$ cat config.mk
export PLATFORM = sky130hd
export DESIGN_NAME = tfn_sqrt_cell
export DESIGN_NICKNAME = d
export VERILOG_FILES = /design/src/sv/tfn_pkg.sv /design/src/sv/tfn_sqrt_cell.sv
export SDC_FILE = /design/constraint.sdc
export NUM_CORES = 1
export LEC_CHECK = 0
export BUFFER_PORTS_ARGS = -buffer_cell sky130_fd_sc_hd__buf_4
export CORE_AREA = 2 2 177 179
export DETAILED_ROUTE_END_ITERATION = 10
export DIE_AREA = 0 0 179 181
export GPL_TIMING_DRIVEN = 0
export PLACE_DENSITY = 0.74
export SETUP_SLACK_MARGIN = 0.15
export SLEW_MARGIN = 30
export SYNTH_ARGS = -nofsm -noshare
export SYNTH_HDL_FRONTEND = slang
export SYNTH_SLANG_ARGS = --single-unit
$ cat constraint.sdc
create_clock -name clk_i -period 0.91 [get_ports clk_i]
set_input_delay 0.091 -clock clk_i [delete_from_list [all_inputs] [get_ports clk_i]]
set_output_delay 0.091 -clock clk_i [all_outputs]
set_load 0.05 [all_outputs]
$ cat src/sv/tfn_pkg.sv
`timescale 1ns / 1ps
`default_nettype none
// ----------------------------------------------------------------------------
// tfn_pkg: shared types and constants
// Fixed widths of the normalize / square-root datapath of the face normal unit.
// ----------------------------------------------------------------------------
package tfn_pkg;

  // normalized magnitude width, square sum width, root width
  localparam int SCALE_BITS = 31;
  localparam int SUM_BITS   = 64;
  localparam int LEN_BITS   = 32;
  localparam int SQRT_STEPS = 32;

  typedef struct packed {
    logic [2:0] neg;
    logic       degen;
    logic       last;
  } ctl_t;

  typedef struct packed {
    logic [SUM_BITS-1:0]              v;
    logic [SUM_BITS-1:0]              r;
    logic [2:0][SCALE_BITS-1:0]       s;
    ctl_t                             ctl;
  } sqrt_data_t;

endpackage
`default_nettype wire

$ cat src/sv/tfn_sqrt_cell.sv
`timescale 1ns / 1ps
`default_nettype none
// ----------------------------------------------------------------------------
// tfn_sqrt_cell: one digit of the integer square root
// Resolves one result bit per cell; the remainder and root pass to the next.
// ----------------------------------------------------------------------------
module tfn_sqrt_cell #(
  parameter int STEP = 0
) (
  input  wire logic               clk_i,
  input  wire logic               rst_ni,
  input  wire logic               en_i,
  input  wire logic               valid_i,
  input  wire tfn_pkg::sqrt_data_t data_i,
  output logic                    valid_o,
  output tfn_pkg::sqrt_data_t     data_o
);

  localparam int SW = tfn_pkg::SUM_BITS;
  localparam logic [SW-1:0] StepBit = SW'(1) << (SW - 2 - 2 * STEP);

  logic [SW:0]         trial;
  tfn_pkg::sqrt_data_t data_d;
  logic                valid_q;
  tfn_pkg::sqrt_data_t data_q;

  always_comb begin
    trial  = {1'b0, data_i.r} + {1'b0, StepBit};
    data_d = data_i;
    if ({1'b0, data_i.v} >= trial) begin
      data_d.v = data_i.v - trial[SW-1:0];
      data_d.r = (data_i.r >> 1) + StepBit;
    end else begin
      data_d.r = data_i.r >> 1;
    end
  end

  always_ff @(posedge clk_i or negedge rst_ni) begin
    if (!rst_ni) begin
      valid_q <= 1'b0;
    end else if (en_i) begin
      valid_q <= valid_i;
    end
  end

  always_ff @(posedge clk_i) begin
    if (en_i) begin
      data_q <= data_d;
    end
  end

  assign valid_o = valid_q;
  assign data_o  = data_q;

endmodule
`default_nettype wire

==> impl_metrics.env <==
export IMPL_status="complete, but fails checks"
export IMPL_failed_checks="negative hold slack, negative setup slack"
export IMPL_cts_tree="done"
export IMPL_routed_wl_um=53100
export IMPL_synth_seq_cells=227
export IMPL_drt_iter0_drc=1150
export IMPL_synth_area_leader_cell="edfxtp_1"
export IMPL_synth_cells_most_frequent="226 x edfxtp_1, 107 x nand2_1, 98 x o21ai_0, 85 x inv_1, 81 x a21oi_1"
export IMPL_grt_max_degree=80
export IMPL_yosysMostFrequentCell="edfxtp_1"
export IMPL_n_fill_cell=1816
export IMPL_track_usage_pct=30.6
export IMPL_internal_power_mw=25.3
export IMPL_synth_edf_count=226
export IMPL_grt_pass1_wl_um=74500
export IMPL_crit_path_end_kind="flop"
export IMPL_timing_rr_start="valid_o$_DFFE_PN0P_"
export IMPL_crit_fanout=2
export IMPL_met3_length_um=4670
export IMPL_fin_tns_setup_ps=-158710
export IMPL_clk_latency_ps=530
export IMPL_coreArea_um2=30300
export IMPL_met2RoutedLength_um=26300
export IMPL_ios=457
export IMPL_path_class="input port to flop"
export IMPL_top_layer="met5"
export IMPL_fmax_ghz=0.390
export IMPL_synth_top_cell_area_share_pct=58.4
export IMPL_instances_no_fill=2208
export IMPL_ys_types=60
export IMPL_reg2reg_depth=1
export IMPL_layout_setup_ws_ps=-1660
export IMPL_required_ps=1190
export IMPL_grt_setup_unrepaired="yes"
export IMPL_hp_class="input port to flop"
export IMPL_die_area_um2=32400
export IMPL_die_h_um=181
export IMPL_hold_ws_ps=-81.2
export IMPL_hold_violations=33
export IMPL_fin_crit_sh_pct=282
export IMPL_worstMarginPinSlew_ps=478
export IMPL_fin_crit_ps=2570
export IMPL_clock_path_buffers=3
export IMPL_port_buffers=456
export IMPL_area_growth_pct=89.4
export IMPL_power_frac_clock_pct=27.8
export IMPL_p_comb_share_pct=38.2
export IMPL_ys_flop_type="edfxtp_1"
export IMPL_synthArstFlopShare_pct=0.441
export IMPL_place_detailed_hpwl_um=32200
export IMPL_via_count=12000
export IMPL_max_slew_margin_pct=67.8
export IMPL_placed_cells=1870
export IMPL_maxSlewViolCount=0
export IMPL_drc=0
export IMPL_setup_viol=293
export IMPL_yosys_warnings=0
export IMPL_antenna_found_initial=1
export IMPL_syn_inst=1015
export IMPL_layout_drive_gt1_share_pct=44.4
export IMPL_wl_met1_um=18700
export IMPL_min_delay_start="en_i"
export IMPL_clock_sinks=227
export IMPL_cellPowerDensity_nw_per_um2=1780
export IMPL_die_width_um=179
export IMPL_start_kind="input port"
export IMPL_drtAntennaViolNets=0
export IMPL_regArea_um2=6810
export IMPL_skew_ps=0
export IMPL_synth_area_leaders="edfxtp_1 58%, ha_1 7.0%, o21ai_0 4.2%"
export IMPL_viasPerCell=5.42
export IMPL_crit_arrival_ps=2850
export IMPL_initial_core_util_pct=38.3
export IMPL_multi_input_area_um2=5510
export IMPL_grt_overflow=0
export IMPL_nNetsFinal=2088
export IMPL_wire_per_inst_um=24.0
export IMPL_grt_pass1_vias=12300
export IMPL_critPathLaunch="data_i[163]"
export IMPL_drv_cap=0
export IMPL_cts_max_level=1
export IMPL_syn_num_nets=1311
export IMPL_cts_hold_buf=227
export IMPL_clk_pin_slew_ps=60
export IMPL_synth_seq_area_share_pct=58.6
export IMPL_cts_root_buf="clkbuf_16"
export IMPL_place_congestion=0.892
export IMPL_diodes=0
export IMPL_ir_drop_uv=1490
export IMPL_p_sw_share_pct=35.2
export IMPL_syn_cell_area_um2=11600
export IMPL_power_frac_seq_pct=34.1
export IMPL_dr_pass1_iters=5
export IMPL_cts_buffers=26
export IMPL_power_leakage_nw=9.35
export IMPL_power_switching_mw=13.8
export IMPL_whs_path_depth=1
export IMPL_rows=64
export IMPL_avgSynthCellArea_um2=11.4
## worst max-delay path, stage by stage
cell and delay (ps):
buf_8 100, ha_4 220, nor2b_4 120, o31a_1 260, o31a_1 300, buf_4 160
buf_4 130, o21ai_2 270, nand2_1 170, a211o_1 370, a211o_1 330, xnor2_1 210
o21ai_2 100
## path summary, 6_finish.rpt
path                                          to  slack (ps)
max in group asynchronous    valid_o$_DFFE_PN0P_         360
setup / recovery           data_o[197]$_DFFE_PP_       -1660
hold / removal             data_o[142]$_DFFE_PP_         -80
min in group asynchronous    valid_o$_DFFE_PN0P_         430
setup reg to reg             valid_o$_DFFE_PN0P_         130
hold reg to reg              valid_o$_DFFE_PN0P_         540
## power groups by stage
stage	Combinational, mW	Clock, mW	Sequential (mW)
after floorplan	3.16	0	16.9
after global placement	10.5	0	13.3
after detailed placement	10.6	0	13.3
after CTS	13.6	10.9	13.3
after global routing	15.5	11.4	13.4
final	14.9	10.9	13.3
## stage by stage
stage	util, %	hold WS (ps)	instance area (µm²)	setup WS [ps]	power, mW
6_report	72.5	-81.2	22000	-1660	39.1
3_5_place_dp	52.3	-133	15900	-2880	23.9
4_1_cts	69.8	-98.0	21200	-1620	37.7
5_1_grt	72.5	-92.2	22000	-1670	40.3
2_1_floorplan	-	-205	11900	-1850	20.0
3_3_place_gp	52.0	-133	15800	-2820	23.7
## placed cells by master (no fill, tap or decap), drive strengths merged, types with 5 or more instances in the layout
cell type	instances
nand2	107
or2	7
o31ai	10
xnor2	32
o221ai	6
xor2	23
ha	65
o21a	9
a21oi	81
clkinv	14
o21ai	98
buf	533
nor2	53
clkbuf	51
a31oi	8
o31a	5
a211oi	9
inv	85
nand2b	5
a21o	25
and3	7
dlygate4sd3	227
nor2b	8
nand3	15
nor3	8
nand4	19
or3	8
o21bai	12
edfxtp	226
## registers in the layout (all words and copies together) (netlist names)
signal and count:
valid_o 1, data_o 226
## kinds of logic (layout without fill, tap and decap cells)
logic type      Yosys count  after routing  share of synthesized area [%]
compound gates          292            292                           15.3
simple gates            253            253                           10.3
flops                   227            227                           58.6
buf+inv                 118            915                           4.03
fa+ha+maj                66             66                           7.17
xor+xnor                 55             55                           4.15
mux                       4              4                          0.452
## repair_timing
action                     4_1_cts  5_1_grt
buffers inserted                32       17
cloned                          13        1
setup endpoints to repair      355      297
hold endpoints to repair       260       34
resized for setup              414      172
pin swaps                       66       39
## per-layer routing
layer / vias up / track usage [%]
li1: 5329 / -
met1: 5743 / 34.6
met2: 690 / 52.5
met3: 204 / 8.02
met4: 2 / 15.8
met5: - / 0
## cell type report
class / instances / share of cell area, %
Timing Repair Buffer: 749 / 34.3
Inverter: 85 / 1.51
Buffer: 33 / 2.01
Clock buffer: 30 / 3.12
Clock inverter: 18 / 0.813
Multi-Input combinational cell: 670 / 25.0
Tap cell: 396 / 2.25
Sequential cell: 227 / 30.9
(Power assumes the default switching activity.)
